`src/sv/epaper_ghost_debt_refresh_policy_top_defines.svh`:
```
// Assertion macros shared by the refresh policy RTL.
`ifndef EPAPER_GHOST_DEBT_REFRESH_POLICY_TOP_DEFINES_SVH
`define EPAPER_GHOST_DEBT_REFRESH_POLICY_TOP_DEFINES_SVH

`ifndef SYNTHESIS
// Consequence must hold in the cycle after the antecedent.
`define EGDRP_ASSERT_NEXT(lbl, ante, cons) \
	lbl: assert property (@(posedge clk) disable iff (!arst_n) (ante) |=> (cons)) \
		else $error("assertion failed");
// Consequence must hold in the same cycle as the antecedent.
`define EGDRP_ASSERT_SAME(lbl, ante, cons) \
	lbl: assert property (@(posedge clk) disable iff (!arst_n) (ante) |-> (cons)) \
		else $error("assertion failed");
`else
`define EGDRP_ASSERT_NEXT(lbl, ante, cons)
`define EGDRP_ASSERT_SAME(lbl, ante, cons)
`endif

`endif

```
`src/sv/egdrp_pkg.sv`:
```
// Types and constants of the refresh policy block.
`timescale 1ns / 1ps
`default_nettype none
package egdrp_pkg;

	localparam int NUM_SLOTS = 5;
	localparam int SLOT_W    = 3;
	localparam int CFG_IDX_W = 2;
	localparam int CFG_W     = 16;
	localparam int CNT_W     = 8;
	localparam int STAT_W    = 16;

	// Refresh kinds
	localparam logic [1:0] KIND_FASTEST = 2'd0;
	localparam logic [1:0] KIND_TEXT    = 2'd1;
	localparam logic [1:0] KIND_FAST    = 2'd2;
	localparam logic [1:0] KIND_QUALITY = 2'd3;

	localparam logic [2:0] REGION_STATUS = 3'd3;

	// Operation carried in the input tuser
	localparam logic MODE_RESOLVE = 1'b0;
	localparam logic MODE_RECORD  = 1'b1;

	// Configuration register indexes
	localparam logic [CFG_IDX_W-1:0] REG_FASTEST_LIMIT = 2'd0;
	localparam logic [CFG_IDX_W-1:0] REG_FAST_LIMIT    = 2'd1;
	localparam logic [CFG_IDX_W-1:0] REG_TEXT_LIMIT    = 2'd2;
	localparam logic [CFG_IDX_W-1:0] REG_STATUS_LIMIT  = 2'd3;

	localparam logic [CNT_W-1:0]  CNT_MAX  = 8'hFF;
	localparam logic [STAT_W-1:0] STAT_MAX = 16'hFFFF;

	typedef struct packed {
		logic load;  // capture the accepted input item
		logic exec;  // apply the item and load the output register
	} cmd_t;

	typedef struct packed {
		logic       mode;
		logic [1:0] refresh_kind;
		logic [2:0] region;
		logic       upgrade_ok;
	} item_t;

	// Debt slot of each screen region; control and full share slot 0,
	// rtc and rtc+key share slot 1. Status maps to 0 but is never used.
	function automatic logic [SLOT_W-1:0] slot_of(input logic [2:0] region);
		logic [SLOT_W-1:0] s;
		case (region)
			3'd0: s = 3'd0;
			3'd1: s = 3'd1;
			3'd2: s = 3'd1;
			3'd3: s = 3'd0;
			3'd4: s = 3'd2;
			3'd5: s = 3'd3;
			3'd6: s = 3'd4;
			3'd7: s = 3'd0;
			default: s = 3'd0;
		endcase
		return s;
	endfunction

endpackage
`default_nettype wire

```
`src/sv/egdrp_ctrl.sv`:
```
// Controller: item handshake and output register valid.
`timescale 1ns / 1ps
`default_nettype none
`include "epaper_ghost_debt_refresh_policy_top_defines.svh"
module egdrp_ctrl (
	input  wire logic          clk,
	input  wire logic          arst_n,
	input  wire logic          s_tvalid,
	output logic               s_tready,
	output logic               m_tvalid,
	input  wire logic          m_tready,
	output egdrp_pkg::cmd_t    cmd
);
	import egdrp_pkg::*;

	typedef enum logic [1:0] {
		ST_IDLE = 2'b01,
		ST_WORK = 2'b10
	} state_t;

	state_t state_q;
	logic   out_vld_q;
	logic   out_free;

	assign s_tready = (state_q == ST_IDLE);
	assign m_tvalid = out_vld_q;
	assign out_free = !out_vld_q || m_tready;

	always_comb begin
		cmd.load = s_tvalid && s_tready;
		cmd.exec = (state_q == ST_WORK) && out_free;
	end

	always_ff @(posedge clk or negedge arst_n) begin
		if (!arst_n) begin
			state_q <= ST_IDLE;
		end else begin
			case (state_q)
				ST_IDLE: begin
					if (cmd.load) begin
						state_q <= ST_WORK;
					end
				end
				ST_WORK: begin
					if (cmd.exec) begin
						state_q <= ST_IDLE;
					end
				end
				default: begin
					state_q <= ST_IDLE;
				end
			endcase
		end
	end

	always_ff @(posedge clk or negedge arst_n) begin
		if (!arst_n) begin
			out_vld_q <= 1'b0;
		end else if (cmd.exec) begin
			out_vld_q <= 1'b1;
		end else if (m_tready) begin
			out_vld_q <= 1'b0;
		end
	end

	`EGDRP_ASSERT_NEXT(a_exec_shows_result, cmd.exec, m_tvalid)
	`EGDRP_ASSERT_NEXT(a_load_blocks_input, cmd.load, state_q == ST_WORK && !s_tready)
	`EGDRP_ASSERT_NEXT(a_work_holds_on_stall,
		state_q == ST_WORK && out_vld_q && !m_tready, state_q == ST_WORK)

endmodule
`default_nettype wire

```
`src/sv/egdrp_dp.sv`:
```
// Datapath: limits, debt counters, resolve and record logic, output register.
`timescale 1ns / 1ps
`default_nettype none
`include "epaper_ghost_debt_refresh_policy_top_defines.svh"
module egdrp_dp (
	input  wire logic                             clk,
	input  wire logic                             arst_n,
	input  wire egdrp_pkg::cmd_t                  cmd,
	input  wire egdrp_pkg::item_t                 item,
	input  wire logic                             cfg_we,
	input  wire logic [egdrp_pkg::CFG_IDX_W-1:0]  cfg_idx,
	input  wire logic [egdrp_pkg::CFG_W-1:0]      cfg_data,
	output logic [1:0]                            chosen_kind,
	output logic                                  cleanup_pending
);
	import egdrp_pkg::*;

	logic [CNT_W-1:0]  fastest_lim_q, fast_lim_q, text_lim_q;
	logic [STAT_W-1:0] status_lim_q;

	logic [CNT_W-1:0]  fastest_q [NUM_SLOTS];
	logic [CNT_W-1:0]  fast_q    [NUM_SLOTS];
	logic [CNT_W-1:0]  text_q    [NUM_SLOTS];
	logic [STAT_W-1:0] status_q;
	logic              pending_q;

	item_t             item_q;
	logic [1:0]        kind_q;
	logic              pend_out_q;

	logic [SLOT_W-1:0] slot;
	logic [CNT_W-1:0]  fastest_cur, fast_cur, text_cur;
	logic              fastest_hit, fast_hit, text_hit;
	logic [1:0]        resolved;
	logic [STAT_W-1:0] status_inc;
	logic              is_status, is_record, pending_nxt;

	always_ff @(posedge clk or negedge arst_n) begin
		if (!arst_n) begin
			fastest_lim_q <= 8'd4;
			fast_lim_q    <= 8'd4;
			text_lim_q    <= 8'd8;
			status_lim_q  <= 16'd16;
		end else if (cfg_we) begin
			case (cfg_idx)
				REG_FASTEST_LIMIT: fastest_lim_q <= cfg_data[CNT_W-1:0];
				REG_FAST_LIMIT:    fast_lim_q    <= cfg_data[CNT_W-1:0];
				REG_TEXT_LIMIT:    text_lim_q    <= cfg_data[CNT_W-1:0];
				REG_STATUS_LIMIT:  status_lim_q  <= cfg_data;
				default: ;
			endcase
		end
	end

	always_ff @(posedge clk) begin
		if (cmd.load) begin
			item_q <= item;
		end
	end

	assign slot        = slot_of(item_q.region);
	assign fastest_cur = fastest_q[slot];
	assign fast_cur    = fast_q[slot];
	assign text_cur    = text_q[slot];
	assign is_status   = (item_q.region == REGION_STATUS);
	assign is_record   = (item_q.mode == MODE_RECORD);

	assign fastest_hit = ({1'b0, fastest_cur} + 9'd1) >= {1'b0, fastest_lim_q};
	assign fast_hit    = ({1'b0, fast_cur} + 9'd1) >= {1'b0, fast_lim_q};
	assign text_hit    = ({1'b0, text_cur} + 9'd1) >= {1'b0, text_lim_q};

	always_comb begin
		resolved = item_q.refresh_kind;
		if (item_q.refresh_kind != KIND_QUALITY && !is_status && item_q.upgrade_ok) begin
			case (item_q.refresh_kind)
				KIND_FASTEST: begin
					if (fastest_hit) begin
						resolved = fast_hit ? KIND_QUALITY : KIND_FAST;
					end
				end
				KIND_FAST: begin
					if (fast_hit) begin
						resolved = KIND_QUALITY;
					end
				end
				KIND_TEXT: begin
					if (text_hit) begin
						resolved = KIND_QUALITY;
					end
				end
				default: ;
			endcase
		end
	end

	assign status_inc = (status_q < STAT_MAX) ? status_q + 16'd1 : status_q;

	always_comb begin
		pending_nxt = pending_q;
		if (is_record) begin
			if (item_q.refresh_kind == KIND_QUALITY) begin
				pending_nxt = 1'b0;
			end else if (is_status && status_inc >= status_lim_q) begin
				pending_nxt = 1'b1;
			end
		end
	end

	// Debt state: only record items change it.
	always_ff @(posedge clk or negedge arst_n) begin
		if (!arst_n) begin
			for (int i = 0; i < NUM_SLOTS; i++) begin
				fastest_q[i] <= '0;
				fast_q[i]    <= '0;
				text_q[i]    <= '0;
			end
			status_q  <= '0;
			pending_q <= 1'b0;
		end else if (cmd.exec && is_record) begin
			pending_q <= pending_nxt;
			if (item_q.refresh_kind == KIND_QUALITY) begin
				for (int i = 0; i < NUM_SLOTS; i++) begin
					fastest_q[i] <= '0;
					fast_q[i]    <= '0;
					text_q[i]    <= '0;
				end
				status_q <= '0;
			end else if (is_status) begin
				status_q <= status_inc;
			end else begin
				case (item_q.refresh_kind)
					KIND_FASTEST: begin
						if (fastest_cur < fastest_lim_q) begin
							fastest_q[slot] <= fastest_cur + 8'd1;
						end
					end
					KIND_FAST: begin
						fastest_q[slot] <= '0;
						if (fast_cur < fast_lim_q) begin
							fast_q[slot] <= fast_cur + 8'd1;
						end
					end
					KIND_TEXT: begin
						if (text_cur < CNT_MAX) begin
							text_q[slot] <= text_cur + 8'd1;
						end
					end
					default: ;
				endcase
			end
		end
	end

	always_ff @(posedge clk) begin
		if (cmd.exec) begin
			kind_q     <= is_record ? item_q.refresh_kind : resolved;
			pend_out_q <= pending_nxt;
		end
	end

	assign chosen_kind     = kind_q;
	assign cleanup_pending = pend_out_q;

	`EGDRP_ASSERT_NEXT(a_quality_clears,
		cmd.exec && is_record && item_q.refresh_kind == KIND_QUALITY,
		!pending_q && status_q == '0)
	`EGDRP_ASSERT_SAME(a_pending_has_debt, pending_q, status_q != '0)

endmodule
`default_nettype wire

```
`src/sv/epaper_ghost_debt_refresh_policy_top.sv`:
```
// Top level of the e-paper ghosting debt refresh policy block.
// Use: each input item is either a resolve request or a record of a finished
// refresh. The slave stream carries the item: s_tuser is the operation
// (0 resolve, 1 record), s_tdata holds refresh kind, region and the
// cleanup-allowed flag. Every item returns exactly one result on the master
// stream: the kind to use (or the recorded kind echoed) and the cleanup
// pending flag as it stands after the item.
// Flow: an accepted item is captured in the controller's idle state and
// applied in the work state, which loads its result into the output register;
// one item is in flight at a time, so no new item is taken before the last one is applied.
// Stall: the result waits in the output register; a new item is still taken
// while it waits, and its work step holds until the old result is taken.
// Reset: limits return to 4, 4, 8 and 16, all debt counters and the pending flag clear, no result is valid.
// The user must write limits through cfg_we, cfg_idx and cfg_data only while the block is idle;
// the block itself does not enforce this. No clearing pass is needed.
`timescale 1ns / 1ps
`default_nettype none
module epaper_ghost_debt_refresh_policy_top (
	input  wire logic                             clk,
	input  wire logic                             arst_n,
	input  wire logic                             s_tvalid,
	output logic                                  s_tready,
	input  wire logic [7:0]                       s_tdata,  // refresh_kind[1:0], region[4:2], upgrade_ok[5], zero
	input  wire logic                             s_tuser,  // mode[0]
	output logic                                  m_tvalid,
	input  wire logic                             m_tready,
	output logic [7:0]                            m_tdata,  // chosen_kind[1:0], cleanup_pending[2], zero
	input  wire logic                             cfg_we,
	input  wire logic [egdrp_pkg::CFG_IDX_W-1:0]  cfg_idx,
	input  wire logic [egdrp_pkg::CFG_W-1:0]      cfg_data
);
	import egdrp_pkg::*;

	cmd_t       cmd;
	item_t      item;
	logic [1:0] chosen_kind;
	logic       cleanup_pending;

	// Unpack the incoming item.
	always_comb begin
		item.mode          = s_tuser;
		item.refresh_kind  = s_tdata[1:0];
		item.region        = s_tdata[4:2];
		item.upgrade_ok    = s_tdata[5];
	end

	egdrp_ctrl u_ctrl (
		.clk      (clk),
		.arst_n   (arst_n),
		.s_tvalid (s_tvalid),
		.s_tready (s_tready),
		.m_tvalid (m_tvalid),
		.m_tready (m_tready),
		.cmd      (cmd)
	);

	egdrp_dp u_dp (
		.clk             (clk),
		.arst_n          (arst_n),
		.cmd             (cmd),
		.item            (item),
		.cfg_we          (cfg_we),
		.cfg_idx         (cfg_idx),
		.cfg_data        (cfg_data),
		.chosen_kind     (chosen_kind),
		.cleanup_pending (cleanup_pending)
	);

	// Pack the result, zero fill to a whole byte.
	assign m_tdata = {5'd0, cleanup_pending, chosen_kind};

endmodule
`default_nettype wire
```
`config.mk`:
```
export PLATFORM = sky130hd
export DESIGN_NAME = epaper_ghost_debt_refresh_policy_top
export DESIGN_NICKNAME = d
export VERILOG_FILES = /design/src/sv/egdrp_pkg.sv /design/src/sv/egdrp_ctrl.sv /design/src/sv/egdrp_dp.sv /design/src/sv/epaper_ghost_debt_refresh_policy_top.sv
export VERILOG_INCLUDE_DIRS = /design/src /design/src/sv
export SDC_FILE = /design/constraint.sdc
export NUM_CORES = 1
export LEC_CHECK = 0
export BUFFER_PORTS_ARGS = -buffer_cell sky130_fd_sc_hd__buf_2
export CORE_ASPECT_RATIO = 1.4
export CORE_MARGIN = 4
export CORE_UTILIZATION = 38
export CTS_BUF_LIST = sky130_fd_sc_hd__clkbuf_4
export DETAILED_ROUTE_END_ITERATION = 16
export PLACE_DENSITY = 0.6
export SYNTH_ARGS = -nofsm -noshare
export SYNTH_HDL_FRONTEND = slang
export SYNTH_SLANG_ARGS = --single-unit
```
`constraint.sdc`:
```
create_clock -name clk -period 8.9 [get_ports clk]
set_input_delay 0 -clock clk [delete_from_list [all_inputs] [get_ports clk]]
set_output_delay 0 -clock clk [all_outputs]
set_load 0.02 [all_outputs]
```
# == Yosys cells after proc, flatten, opt, wreduce, memory -nomap -nowiden ==
# Memory sizes are Yosys's and may differ from the RTL's. A register that Yosys moved wholly into a read port is not among the register bits.
# Index checks and enable logic that the tools add are counted.
# totals
output_inout_bits,10
mem_bits_ro,24
regBits,190
n_memories,1
wordCells,137
# op_classes
magnitude_cmp,10
eq_ne,14
bitwise_logic,3
n_mux,45
n_reduce_logical,28
addsub,7
# mem_list
name,depth,word_bits,read_ports,rd_ports_with_merged_regs,write_ports,line_no,text
(no name shown),8,3,1,1,0,egdrp_pkg.sv:50,case (region)
# ops
op,count
40-bit 2-to-1 mux,11
40-bit bitwise mux,3
40-bit case mux with 2 select lines,1
8-bit binary-select mux with 3-bit select,3
8-bit 2-to-1 mux,7
16-bit 2-to-1 mux,3
40-bit AND,1
40-bit NOT,1
8-bit by 1-bit adder with 9-bit output (second input constant),3
9-bit by 8-bit >= comparator with 1-bit output,3
8-bit by 1-bit adder with 8-bit output (second input constant),3
8-bit demux with 3-bit select,1
16-bit by 1-bit adder with 16-bit output (second input constant),1
16-bit >= comparator,1
16-bit < comparator (second input constant),1
8-bit < comparator,2
2-bit 2-to-1 mux,7
2-bit AND reduction,6
4-bit AND reduction,3
2-bit nonzero test,6
2-bit equality test (second input constant),5
8-bit < comparator (second input constant),1
1-bit logical AND,7
2-bit by 1-bit equality test with 1-bit output (second input constant),3
other kinds (15),24

# == Logic depth before layout (Yosys ltp) ==
# Gate-level depths: netlist (run 1).
# logic_depth
ltp_word,11
depth_mapped,17
mapped_depth_nobuf,15

# == Hierarchy ==
# From an unflattened synthesis (run 1), not the netlist that was laid out.
# unflattened
hier_cells,1082
hier_area_um2,10881.7
# by_module_without_submodules
mod,area_per_inst_um2,cells_per_inst,seq_area_each_um2,n_inst
egdrp_dp,10702.8,1064,4794.6,1
egdrp_ctrl,130.1,11,76.3,1
epaper_ghost_debt_refresh_policy_top,48.8,7,0.0,1

# == Worst setup path after synthesis (run 1) ==
# OpenSTA, ideal clock, no wires.
# synth_timing
path_type,register to register
from,reg u_dp.slot[1] (netlist name)
to,"reg u_dp.kind_q[1], in the netlist u_dp.chosen_kind[1], data pin"
path_stages_with_launch,18
n_path_buf,2
setup_slack_ps,5341
period_less_slack_ps,3559
setup_time_ps,264
t_arrival_ps,3296
path_cell_list,dfxtp_1 buf_4 buf_6 mux2_2 nand2_1 a21oi_1 or2_2 ha_1 nand2_2 nor2_1 xor2_1 ha_1 a21o_1 a211o_1 o221ai_1 o311ai_2 a21oi_1 a21oi_1
# synth_via
elab_chain_len,10
elab_cells_between_ends,22
cone_classes,add/sub (3); order compare (3); mux (15); bitwise (1)
# synth_lines
element,line_no,text
3-bit NOT with 4-bit output (not written as such) *,"egdrp_dp.sv:62, egdrp_dp.sv:63, egdrp_dp.sv:64",
"8-bit binary-select mux with 3-bit select, on equally long branches","egdrp_dp.sv:64, egdrp_dp.sv:62, egdrp_dp.sv:63",
"8-bit 2-to-1 mux, on equally long branches (2 in series)","egdrp_dp.sv:64, egdrp_dp.sv:62, egdrp_dp.sv:63",
"8-bit by 1-bit adder with 9-bit output, on equally long branches","egdrp_dp.sv:70, egdrp_dp.sv:68, egdrp_dp.sv:69",
"9-bit by 8-bit >= comparator with 1-bit output, on equally long branches","egdrp_dp.sv:70, egdrp_dp.sv:68, egdrp_dp.sv:69",
"2-bit 2-to-1 mux, on equally long branches","egdrp_dp.sv:87, egdrp_dp.sv:77, egdrp_dp.sv:82",
2-bit case mux with 3 select lines *,egdrp_dp.sv:75,case (item_q.refresh_kind)
2-bit 2-to-1 mux *,egdrp_dp.sv:74,if (item_q.refresh_kind != KIND_QUALITY && !is_status && item_q.upgrade_ok) begin
2-bit 2-to-1 mux *,egdrp_dp.sv:156,kind_q <= is_record ? item_q.refresh_kind : resolved;
end signal: assignment,egdrp_dp.sv:156,
end: declaration,egdrp_dp.sv:28,logic [1:0] kind_q;
# Mark *: on every way between the ends. The rest lies on a longest branch, timed or not. The select of a mux whose other input is x is not followed.
# A chain may end at the register's enable or synchronous reset.

# == Worst setup path after layout (run 1) ==
# layout_timing
from,reg u_dp.slot[1] (netlist name)
to,"reg u_dp.kind_q[1], in the netlist u_dp.chosen_kind[1], data pin"
# layout_via
elab_chain_len,10
elab_cells_between_ends,22
cone_classes,add/sub (3); order compare (3); mux (15); bitwise (1)
# layout_lines
element,line_no
3-bit NOT with 4-bit output (not written as such) *,"egdrp_dp.sv:62, egdrp_dp.sv:63, egdrp_dp.sv:64"
"8-bit binary-select mux with 3-bit select, on equally long branches","egdrp_dp.sv:64, egdrp_dp.sv:62, egdrp_dp.sv:63"
"8-bit 2-to-1 mux, on equally long branches (2 in series)","egdrp_dp.sv:64, egdrp_dp.sv:62, egdrp_dp.sv:63"
"8-bit by 1-bit adder with 9-bit output, on equally long branches","egdrp_dp.sv:70, egdrp_dp.sv:68, egdrp_dp.sv:69"
"9-bit by 8-bit >= comparator with 1-bit output, on equally long branches","egdrp_dp.sv:70, egdrp_dp.sv:68, egdrp_dp.sv:69"
"2-bit 2-to-1 mux, on equally long branches","egdrp_dp.sv:87, egdrp_dp.sv:77, egdrp_dp.sv:82"
2-bit case mux with 3 select lines *,egdrp_dp.sv:75
2-bit 2-to-1 mux *,egdrp_dp.sv:74
2-bit 2-to-1 mux *,egdrp_dp.sv:156
# Marks and branches as above.

==> results of run 1 <==
kinds of logic after synthesis:
group	count (synthesis)	share of synthesized area
muxes	72	0.0774
buffers and inverters	111	0.0502
other	1	0.000343
adders and majority gates	61	0.0698
DFF	193	0.445
xor gates and xnor gates	27	0.0257
and+or+nand+nor	242	0.115
AOI/OAI and AO/OA	304	0.216
metal layers:
layer  GRT usage  vias up
met3      0.0399       44
li1            -     3910
met2       0.336      221
met1       0.241     4206
met5           0        -
met4      0.0613        0
layout by cell type (no fill, tap or decap), drive strengths merged, types with 9 or more instances in the layout:
| master | instances |
|---|---|
| dfrtp | 175 |
| nand2 | 73 |
| ha | 61 |
| inv | 60 |
| nor2 | 57 |
| buf | 51 |
| a32o | 49 |
| dlygate4sd3 | 49 |
| a21oi | 48 |
| mux2 | 45 |
| o21ai | 42 |
| o2bb2ai | 38 |
| a22o | 34 |
| mux2i | 22 |
| nand3 | 21 |
| clkbuf | 19 |
| xnor2 | 17 |
| a31oi | 14 |
| a22oi | 14 |
| nor3 | 14 |
| nand3b | 12 |
| nor2b | 11 |
| o21a | 10 |
| edfxtp | 10 |
| xor2 | 10 |
| a211oi | 10 |
| o22ai | 9 |
worst paths after layout:
path / end / cells past startpoint / start / slack [ns]
max in group asynchronous: u_dp.pending_q$_DFFE_PN0P_ / 4 / arst_n / 7.61
worst max-delay path: u_dp.chosen_kind[1]$_DFFE_PP_ / 17 / u_dp.slot[1]$_SDFF_PN0_ / 4.06
worst max register to register: u_dp.chosen_kind[1]$_DFFE_PP_ / 17 / u_dp.slot[1]$_SDFF_PN0_ / 4.06
worst min-delay path: u_dp.fast_lim_q[3]$_DFFE_PN0P_ / 3 / cfg_idx[0] / 0.08
worst min register to register: u_dp.fast_q[23]$_DFFE_PN0P_ / 1 / u_dp.fast_q[23]$_DFFE_PN0P_ / 0.50
min in group asynchronous: u_dp.fastest_lim_q[2]$_DFFE_PN1P_ / 3 / arst_n / 0.43
critical path, delay by kind of cell (launching register included):
kind            cells  cell delay, ns
simple gates        3            0.41
fa+ha+maj           2            0.57
flops               1            0.81
xor+xnor            1            0.45
compound gates      8            1.48
buf+inv             3            0.86
report_power, final:
| group | internal, uW | switching [uW] |
|---|---|---|
| clock network | 201 | 318 |
| registers | 949 | 42.7 |
| logic | 184 | 289 |
through the flow:
stage                     area (sq um)  utilization
after global routing             12200        0.431
after detailed placement         11400        0.402
after CTS                        12200        0.431
after global placement           11400        0.402
final                            12200        0.431
after floorplan                  11000            -
flip-flops by register name, summed over array words and instances (netlist names), 2 cells and up:
register	count
u_ctrl.state_q	2
u_dp.chosen_kind	2
u_dp.fast_lim_q	8
u_dp.fast_q	40
u_dp.fastest_lim_q	8
u_dp.fastest_q	40
u_dp.item_q	6
u_dp.slot	3
u_dp.status_lim_q	16
u_dp.status_q	16
u_dp.text_lim_q	8
u_dp.text_q	40
final cells by class:
class | count | area, sq um
clock buffer | 19 | 143
clock inverter | 13 | 164
fill | 2697 | 16200
multi-input combinational | 711 | 5550
timing repair buffer | 100 | 815
antenna | 1 | 2.50
sequential | 193 | 4870
inverter | 59 | 221
tap | 375 | 469
==> results.md, run 1 <==
* Slowest-stage cell, CP: dfxtp_2
* Worst-path clk slew at 0.16 ns
* Unique masters post-synth at 88
* DRC viols at 0
* Global-route wire length before repair at 47.5 mm
* Worst-path fanout max at 32
* Die Ht at 209 um
* Num CTS Buffers at 17
* Normalized max-slew margin at 0.180
* Wire length on met2 at 15.2 mm
* Post-route ant nets at 0
* Final HPWL DP at 21.0 mm
* Element type at the critical path start: register
* Leakage at 0.00542 uW
* Max Used Layer: met4
* Cell Area, Synth at 0.0109 sq mm
* Largest cells by area after synthesis: dfrtp_1, ha_1, a32o_1
* Syn Inst Count at 1011
* Via count at 8381
* CP arrival at 5.26 ns
* Synth warnings at 0
* Worst slew pin tran at 1.22 ns
* First-iteration detailed-routing DRC count at 460
* # port buffers at 34
* Max-cap violations at 0
* Cell chain of the critical path: buf_4, nor2b_1, buf_4, a22oi_1, o22a_1, inv_1, ha_1, nand2_2, nor2_1, xor2_1, ha_1, a21o_1, a211o_1, o221ai_1, o311ai_2, a21oi_1, a21oi_1
* Pre-CTS WS at 4.13 ns
* List of most frequent post-synthesis cells: dfrtp_1, nand2_1, ha_1
* RSZ-0062 raised after global routing: false
* Final Slew Violations at 0
* Initial antenna violation count at 1
* H-tree depth at 4
* Inst Count DP at 1388
* Req. time, crit path at 9.32 ns
* Final GP Congestion at 0.839
* Worst VDD drop at 0.145 mV
* CTS tree: done
* DR WL/cell at 20.3 um
* Worst hold path class: primary input to register
* CP Capture Type: register
* Final Non-Filler Cells at 1471
* Die Wd at 151 um
* Count of final setup violators at 0
* Tcrit/Tclk final at 0.544
* Post-CTS Setup Bufs at 0
* GR Overflow Total at 0
* DRT Wirelength at 29.8 mm
* Status: finished clean
* Final Hold Fails at 0
* Vias in the first global route at 8516
* Worst-Skew Late Latency at 0.66 ns
* Ys flop type: dfrtp_1
* Clock Path Buffers at 2
* Area leader, netlist: dfrtp_1
* Final min period at 4.84 ns
* Area of the core at 0.0284 sq mm
* Hold buffers post-CTS at 50
* Ys async rst share at 0.933
* Slowest Stage Delay on Critical Path at 0.81 ns
* Number of synthesized flops with an enable pin at 10
* Largest net degree at the start of global routing at 64
* Tot Pwr at 1980 uW
* Starting Density at 0.385
* Most numerous cell in the Yosys netlist: dfrtp_1
* IO Count at 42
* Met1 wire length at 12.5 mm
* Crit path kind: register to register
* Hold_ws at 0.0843 ns
* Pwr per Cell Area at 162 mW/mm^2
* DR WL met3 at 1.42 mm
* Die area at 0.0316 sq mm
* Clock sink count at 193
* Nets at 1175
* Vias per cell at 5.70
* Rows at 73
* Share of layout cells above drive strength 1 at 0.166
* Gates resized, CTS repair at 0
* Avg Cell Area, Syn at 10.8 sq um
* Tot GR Track Use at 0.194
* Fmax at 0.206 GHz
* Clk root buf: clkbuf_4
* Yosys reg bits at 193
* Sequential area share after synthesis at 0.445
* Final Skew at 0.0244 ns
* Setup_tns at 0 ns
* Area grow syn2layout at 11.8%
* Area share of the largest cell type after synthesis at 0.400
* DRT Pass-1 Iters at 5
* Post-layout worst setup margin at 4.06 ns
(Power assumes the default switching activity.)
==> inputs of run 2 (changes only) <==
--- a/config.mk
+++ b/config.mk
@@ -12,7 +12,7 @@
 export CORE_UTILIZATION = 38
 export CTS_BUF_LIST = sky130_fd_sc_hd__clkbuf_4
 export DETAILED_ROUTE_END_ITERATION = 16
-export PLACE_DENSITY = 0.6
+export PLACE_DENSITY = 0.62
 export SYNTH_ARGS = -nofsm -noshare
 export SYNTH_HDL_FRONTEND = slang
 export SYNTH_SLANG_ARGS = --single-unit
==> constraint.sdc (replaced) <==
create_clock -name clk -period 4.1 [get_ports clk]
set_input_delay 0 -clock clk [delete_from_list [all_inputs] [get_ports clk]]
set_output_delay 0 -clock clk [all_outputs]
set_load 0.02 [all_outputs]
==> run 2 against run 1 <==
Against the previous run:
- sequential power increased by 120%
- via count increased by 1.1%
- critical endpoint unchanged
- highest routed layer unchanged
- final area increased by 0.36%
- global-route usage decreased by 0.14 points
- combinational power increased by 120%
- largest cell class unchanged
- maximum frequency increased by 28%
==> results.md, run 2 (synthesized netlist as in run 1, its figures left out) <==
* # port buffers at 34 (unchanged)
* Worst-path fanout max at 37 (was 32)
* Num CTS Buffers at 17 (unchanged)
* Met1 wire length at 12.3 mm (was 12.5 mm)
* Tot GR Track Use at 0.193 (was 0.194)
* Largest regs: u_dp.fast_q x40, u_dp.fastest_q x40, u_dp.text_q x40 (unchanged)
* Nets at 1190 (was 1175)
* Setup slack, reg-to-reg at 0.30 ns (was 4.06 ns)
* DR WL/cell at 19.8 um (was 20.3 um)
* IO Count at 42 (unchanged)
* Tcrit/Tclk final at 0.926 (was 0.544)
* Req. time, crit path at 4.49 ns (was 9.32 ns)
* DRT Wirelength at 29.5 mm (was 29.8 mm)
* Largest net degree at the start of global routing at 94 (was 64)
* Global-route wire length before repair at 47.4 mm (was 47.5 mm)
* Post-CTS Setup Bufs at 0 (unchanged)
* Count of final setup violators at 0 (unchanged)
* Fmax at 0.263 GHz (was 0.206 GHz)
* Final Skew at 0.0227 ns (was 0.0244 ns)
* Final Slew Violations at 0 (unchanged)
* Die Ht at 209 um (unchanged)
* Share of layout cells above drive strength 1 at 0.183 (was 0.166)
* GR Overflow Total at 0 (unchanged)
* Reg area at 0.00487 sq mm (unchanged)
* Vias per cell at 5.70 (about the same)
* Placed cell areas at 0.0116 sq mm (was 0.0114 sq mm)
* Final HPWL DP at 21.4 mm (was 21.0 mm)
* Clk root buf: clkbuf_4 (unchanged)
* RSZ-0062 raised after global routing: false (unchanged)
* Reg-to-reg endpoint: u_dp.chosen_kind[1]$_DFFE_PP_ (unchanged)
* Area grow syn2layout at 12.2% (was 11.8%)
* Leakage at 0.00548 uW (was 0.00542 uW)
* Post-route ant nets at 0 (unchanged)
* Worst slew pin tran at 0.901 ns (was 1.22 ns)
* Element type at the critical path start: register (unchanged)
* Setup_tns at 0 ns (unchanged)
* CTS tree: done (unchanged)
* Hold_ws at 0.000507 ns (was 0.0843 ns)
* Area of the core at 0.0284 sq mm (unchanged)
* Commonest non-fill, non-tap cell in the layout: dfrtp_1 (unchanged)
* Final Cell Area at 0.0123 sq mm (was 0.0122 sq mm)
* Final GP Congestion at 0.914 (was 0.839)
* Clock sink count at 193 (unchanged)
* Gates resized, CTS repair at 0 (unchanged)
* CP Capture Type: register (unchanged)
* Rows at 73 (unchanged)
* Clock Path Buffers at 2 (unchanged)
* Worst VDD drop at 0.293 mV (was 0.145 mV)
* Pwr per Cell Area at 342 mW/mm^2 (was 162 mW/mm^2)
* Worst r2r src: u_dp.slot[0]$_DFF_P_ (was u_dp.slot[1]$_SDFF_PN0_)
* Initial antenna violation count at 1 (unchanged)
* Normalized max-slew margin at 0.399 (was 0.180)
* Starting Density at 0.385 (unchanged)
* Final Hold Fails at 0 (unchanged)
* DRC viols at 0 (unchanged)
* CP arrival at 4.19 ns (was 5.26 ns)
* Die area at 0.0316 sq mm (unchanged)
* Final min period at 3.80 ns (was 4.84 ns)
* Die Wd at 151 um (unchanged)
* First-iteration detailed-routing DRC count at 653 (was 460)
* Area of the multi-input gates at 0.00555 sq mm (unchanged)
* Fill count at 2667 (was 2697)
* Commonest cells after routing, fill and taps aside: dfrtp_1, nand2_1, ha_1 (unchanged)
* Tot Pwr at 4190 uW (was 1980 uW)
* Crit path kind: register to register (unchanged)
* Worst-path clk slew at 0.16 ns (about the same)
* DRT Pass-1 Iters at 5 (unchanged)
* Worst hold path class: primary input to asynchronous set/reset pin (was primary input to register)
* Max Used Layer: met4 (unchanged)
* Vias in the first global route at 8539 (was 8516)
* DR WL met3 at 1.01 mm (was 1.42 mm)
* Status: finished clean (unchanged)
* H-tree depth at 4 (unchanged)
* Worst-Skew Late Latency at 0.65 ns (was 0.66 ns)
* Max-cap violations at 0 (unchanged)
* Wire length on met2 at 15.4 mm (was 15.2 mm)
* Hold buffers post-CTS at 41 (was 50)
* Via count at 8470 (was 8381)
* Worst Reg-to-Reg Cells at 16 (was 17)
[run 2: through the flow]
stage | std cells | util | setup slack [ns]
detailed placement | 1412 | 0.409 | 0.368
floorplan | 1015 | - | 0.541
global route | 1486 | 0.432 | 0.0711
finish | 1486 | 0.432 | 0.304
CTS | 1485 | 0.432 | 0.318
global placement | 1412 | 0.409 | 0.403
[run 2: worst max-delay path by stage]
stage	start	endpoint	cells past startpoint
finish	u_dp.slot[0]$_DFF_P_	u_dp.chosen_kind[1]$_DFFE_PP_	16
global route	u_dp.slot[0]$_DFF_P_	u_dp.chosen_kind[1]$_DFFE_PP_	16
CTS	u_dp.slot[0]$_DFF_P_	u_dp.chosen_kind[1]$_DFFE_PP_	16
detailed placement	u_dp.slot[0]$_DFF_P_	u_dp.chosen_kind[1]$_DFFE_PP_	16
global placement	u_dp.slot[0]$_DFF_P_	u_dp.chosen_kind[1]$_DFFE_PP_	16
floorplan	u_dp.slot[1]$_SDFF_PN0_	u_dp.chosen_kind[1]$_DFFE_PP_	17
[run 2: power by group]
group / internal [uW] / switching [uW]
registers: 2060 / 104
logic: 423 / 620
clock network: 303 / 682
[run 2: layout make-up]
type | count | area share
Multi-Input combinational cell | 711 | 0.452
Sequential cell | 193 | 0.397
Timing Repair Buffer | 115 | 0.0743
Tap cell | 375 | 0.0382
Inverter | 59 | 0.0180
Clock buffer | 18 | 0.0110
Clock inverter | 14 | 0.00958
Antenna cell | 1 | 0.000204
[run 2: metal layers]
metal | track usage | vias to the layer above
met1 | 0.243 | 4277
met5 | 0 | -
li1 | - | 3945
met2 | 0.334 | 202
met4 | 0.0663 | 0
met3 | 0.0293 | 46
[run 2: worst max-delay path, stage by stage, from the launching register on]
cell	delay, ns
dfxtp_2	0.58
buf_12	0.29
inv_2	0.14
nand2_1	0.08
a21oi_1	0.09
or2_2	0.33
ha_1	0.24
nand2_2	0.11
nor2_1	0.06
xor2_1	0.21
ha_1	0.29
a21o_1	0.17
a211o_1	0.28
o221ai_1	0.22
o311ai_2	0.22
a21oi_1	0.17
a21oi_1	0.06
==> inputs of run 3 (changes only) <==
--- a/config.mk
+++ b/config.mk
@@ -15,4 +15,5 @@
 export PLACE_DENSITY = 0.62
 export SYNTH_ARGS = -nofsm -noshare
 export SYNTH_HDL_FRONTEND = slang
+export SYNTH_HIERARCHICAL = 1
 export SYNTH_SLANG_ARGS = --single-unit
==> run 3 against run 2 <==
Against the previous run:
- the flow now finishes with violations (hold timing)
- combinational power up 5%
- area after synthesis down 0.55%
- first-iteration DRC count down 6.7%
- clock skew up 0.0051 ns
- final area up 1.6%
- highest routed layer unchanged
==> results.md, run 3 <==
* Largest cells by area after synthesis: dfrtp_1, ha_1, mux2_2 (was dfrtp_1, ha_1, a32o_1)
* DRT Wirelength at 31.2 mm (was 29.5 mm)
* Syn Inst Count at 1082 (was 1011)
* Die Wd at 151 um (about the same)
* Hold_ws at -0.00384 ns (was 0.000507 ns)
* CP Capture Type: register (unchanged)
* Failing checks: hold timing
* Pre-CTS WS at 0.0444 ns (was 0.368 ns)
* Area grow syn2layout at 14.6% (was 12.2%)
* Area of the multi-input gates at 0.00557 sq mm (was 0.00555 sq mm)
* Rows at 73 (unchanged)
* Worst-path clk slew at 0.16 ns (about the same)
* Max-cap violations at 0 (unchanged)
* Final Skew at 0.0279 ns (was 0.0227 ns)
* Number of synthesized flops with an enable pin at 10 (unchanged)
* DR WL/cell at 19.8 um (about the same)
* Normalized max-slew margin at 0.363 (was 0.399)
* List of most frequent post-synthesis cells: dfrtp_1, nand2_1, o21ai_0 (was dfrtp_1, nand2_1, ha_1)
* Die area at 0.0314 sq mm (was 0.0316 sq mm)
* Unique masters post-synth at 81 (was 88)
* DRC viols at 0 (unchanged)
* Count of final setup violators at 0 (unchanged)
* Commonest non-fill, non-tap cell in the layout: dfrtp_1 (unchanged)
* Worst r2r src: u_dp/slot[1]$_SDFF_PN0_ (was u_dp.slot[0]$_DFF_P_)
* Worst hold path class: primary input to asynchronous set/reset pin (unchanged)
* CP arrival at 4.47 ns (was 4.19 ns)
* Avg Cell Area, Syn at 10.1 sq um (was 10.8 sq um)
* Most numerous cell in the Yosys netlist: dfrtp_1 (unchanged)
* Nets at 1278 (was 1190)
* Commonest cells after routing, fill and taps aside: dfrtp_1, nand2_1, o21ai_0 (was dfrtp_1, nand2_1, ha_1)
* Die Ht at 208 um (was 209 um)
* Crit path kind: register to register (unchanged)
* Tot GR Track Use at 0.204 (was 0.193)
* Tot Pwr at 4420 uW (was 4190 uW)
* Vias in the first global route at 8885 (was 8539)
* Largest regs: u_dp/fast_q x40, u_dp/fastest_q x40, u_dp/text_q x40 (was u_dp.fast_q x40, u_dp.fastest_q x40, u_dp.text_q x40)
* Clock sink count at 193 (unchanged)
* Final HPWL DP at 23.1 mm (was 21.4 mm)
* Yosys reg bits at 193 (unchanged)
* Fmax at 0.255 GHz (was 0.263 GHz)
* Vias per cell at 5.66 (was 5.70)
* Worst slew pin tran at 0.956 ns (was 0.901 ns)
* Reg area at 0.00488 sq mm (was 0.00487 sq mm)
* IO Count at 42 (unchanged)
* Worst-Skew Late Latency at 0.65 ns (about the same)
* Tcrit/Tclk final at 0.957 (was 0.926)
* Post-route ant nets at 0 (unchanged)
* Leakage at 0.00560 uW (was 0.00548 uW)
* Area of the core at 0.0283 sq mm (was 0.0284 sq mm)
* H-tree depth at 4 (unchanged)
* Clock Path Buffers at 2 (unchanged)
* Via count at 8914 (was 8470)
* Status: complete, but fails checks (was finished clean)
* First-iteration detailed-routing DRC count at 609 (was 653)
* Area leader, netlist: dfrtp_1 (unchanged)
* Pwr per Cell Area at 355 mW/mm^2 (was 342 mW/mm^2)
* Initial antenna violation count at 1 (unchanged)
* Ys flop type: dfrtp_1 (unchanged)
* Num CTS Buffers at 17 (unchanged)
* Worst VDD drop at 0.179 mV (was 0.293 mV)
* Final GP Congestion at 0.885 (was 0.914)
* CTS tree: done (unchanged)
* # port buffers at 34 (unchanged)
* Post-layout worst setup margin at 0.178 ns (was 0.304 ns)
* Critical Path Start: u_dp/slot[1]$_SDFF_PN0_ (was u_dp.slot[0]$_DFF_P_)
* Starting Density at 0.384 (was 0.385)
* GR Overflow Total at 0 (unchanged)
* Synth warnings at 6 (was 0)
* Fill count at 2752 (was 2667)
* Final Slew Violations at 0 (unchanged)
* Req. time, crit path at 4.65 ns (was 4.49 ns)
* Area share of the largest cell type after synthesis at 0.402 (was 0.400)
* Worst-path fanout max at 15 (was 37)
* Sequential area share after synthesis at 0.448 (was 0.445)
* Ys async rst share at 0.933 (unchanged)
* Element type at the critical path start: register (unchanged)
* Cell Area, Synth at 0.0109 sq mm (about the same)
* Final Hold Fails at 1 (was 0)
* Final min period at 3.92 ns (was 3.80 ns)
* DRT Pass-1 Iters at 5 (unchanged)
* Global-route wire length before repair at 49.7 mm (was 47.4 mm)
* Clk root buf: clkbuf_4 (unchanged)
* Share of layout cells above drive strength 1 at 0.175 (was 0.183)
* Largest net degree at the start of global routing at 112 (was 94)
==> run 3: cell families (layout without fill, tap and decap cells) <==
family	Yosys count	after routing	share of synthesized area
fa+ha+maj	61	61	0.0701
flops	193	193	0.448
buf+inv	112	224	0.0491
other cells	1	7	0.000345
xor+xnor	27	27	0.0217
mux	75	75	0.0754
simple gates	287	287	0.125
compound gates	326	326	0.210
==> run 3: worst max-delay path: stages (launching register included) <==
cell	delay, ns
dfxtp_2	0.42
buf_4	0.24
and2b_1	0.29
a22o_1	0.21
a21oi_1	0.24
inv_1	0.10
ha_1	0.29
a2111oi_0	0.40
a21oi_1	0.12
a2111o_1	0.51
a2111oi_1	0.55
nor2_2	0.18
a22o_1	0.27
==> run 3: metrics by stage <==
| stage | setup TNS, ns | util | instance area (sq um) | cells |
|---|---|---|---|---|
| floorplan | 0 | - | 10900 | 1086 |
| global placement | 0 | 0.411 | 11600 | 1498 |
| detailed placement | 0 | 0.411 | 11600 | 1498 |
| CTS | 0 | 0.437 | 12400 | 1572 |
| global route | -0.301 | 0.440 | 12500 | 1575 |
| finish | 0 | 0.440 | 12500 | 1575 |
==> run 3: layout make-up <==
| cell class | instances | area share |
|---|---|---|
| Tap cell | 375 | 0.0376 |
| Clock buffer | 17 | 0.0102 |
| Antenna cell | 2 | 0.000401 |
| Timing Repair Buffer | 121 | 0.0763 |
| Clock inverter | 15 | 0.0161 |
| Sequential cell | 193 | 0.391 |
| Inverter | 71 | 0.0214 |
| Multi-Input combinational cell | 781 | 0.447 |
==> run 3: final timing paths <==
path | end | cells after the start | slack (ns)
worst max-delay path | u_dp/fastest_q[12]$_DFFE_PN0P_ | 12 | 0.18
worst min-delay path | u_dp/fastest_q[4]$_DFFE_PN0P_ | 2 | -0.004
worst max register to register | u_dp/fastest_q[12]$_DFFE_PN0P_ | 12 | 0.18
worst min register to register | u_dp/fast_q[11]$_DFFE_PN0P_ | 2 | 0.50
max in group asynchronous | u_dp/fast_lim_q[2]$_DFFE_PN1P_ | 3 | 2.98
min in group clk | u_dp/item_q[0]$_DFFE_PP_ | 2 | 0.06
==> run 3: timing repair <==
action,4_1_cts,5_1_grt
setup buffers,0,1
hold buffers,42,0
hold endpoints to repair,162,0
gates resized for setup,0,28
endpoints found under the setup margin,0,26
==> run 3: where the power goes <==
part           total, uW  internal, uW  switching (uW)
Clock               1180           444             731
Combinational       1090           442             647
Sequential          2160          2060            96.4
==> run 3: metal layers <==
layer | global-route usage | part of all wire | up-vias
met5 | 0 | 0 | -
met3 | 0.0266 | 0.048 | 73
met4 | 0.115 | 0.055 | 0
met2 | 0.343 | 0.50 | 311
met1 | 0.248 | 0.39 | 4383
li1 | - | - | 4147
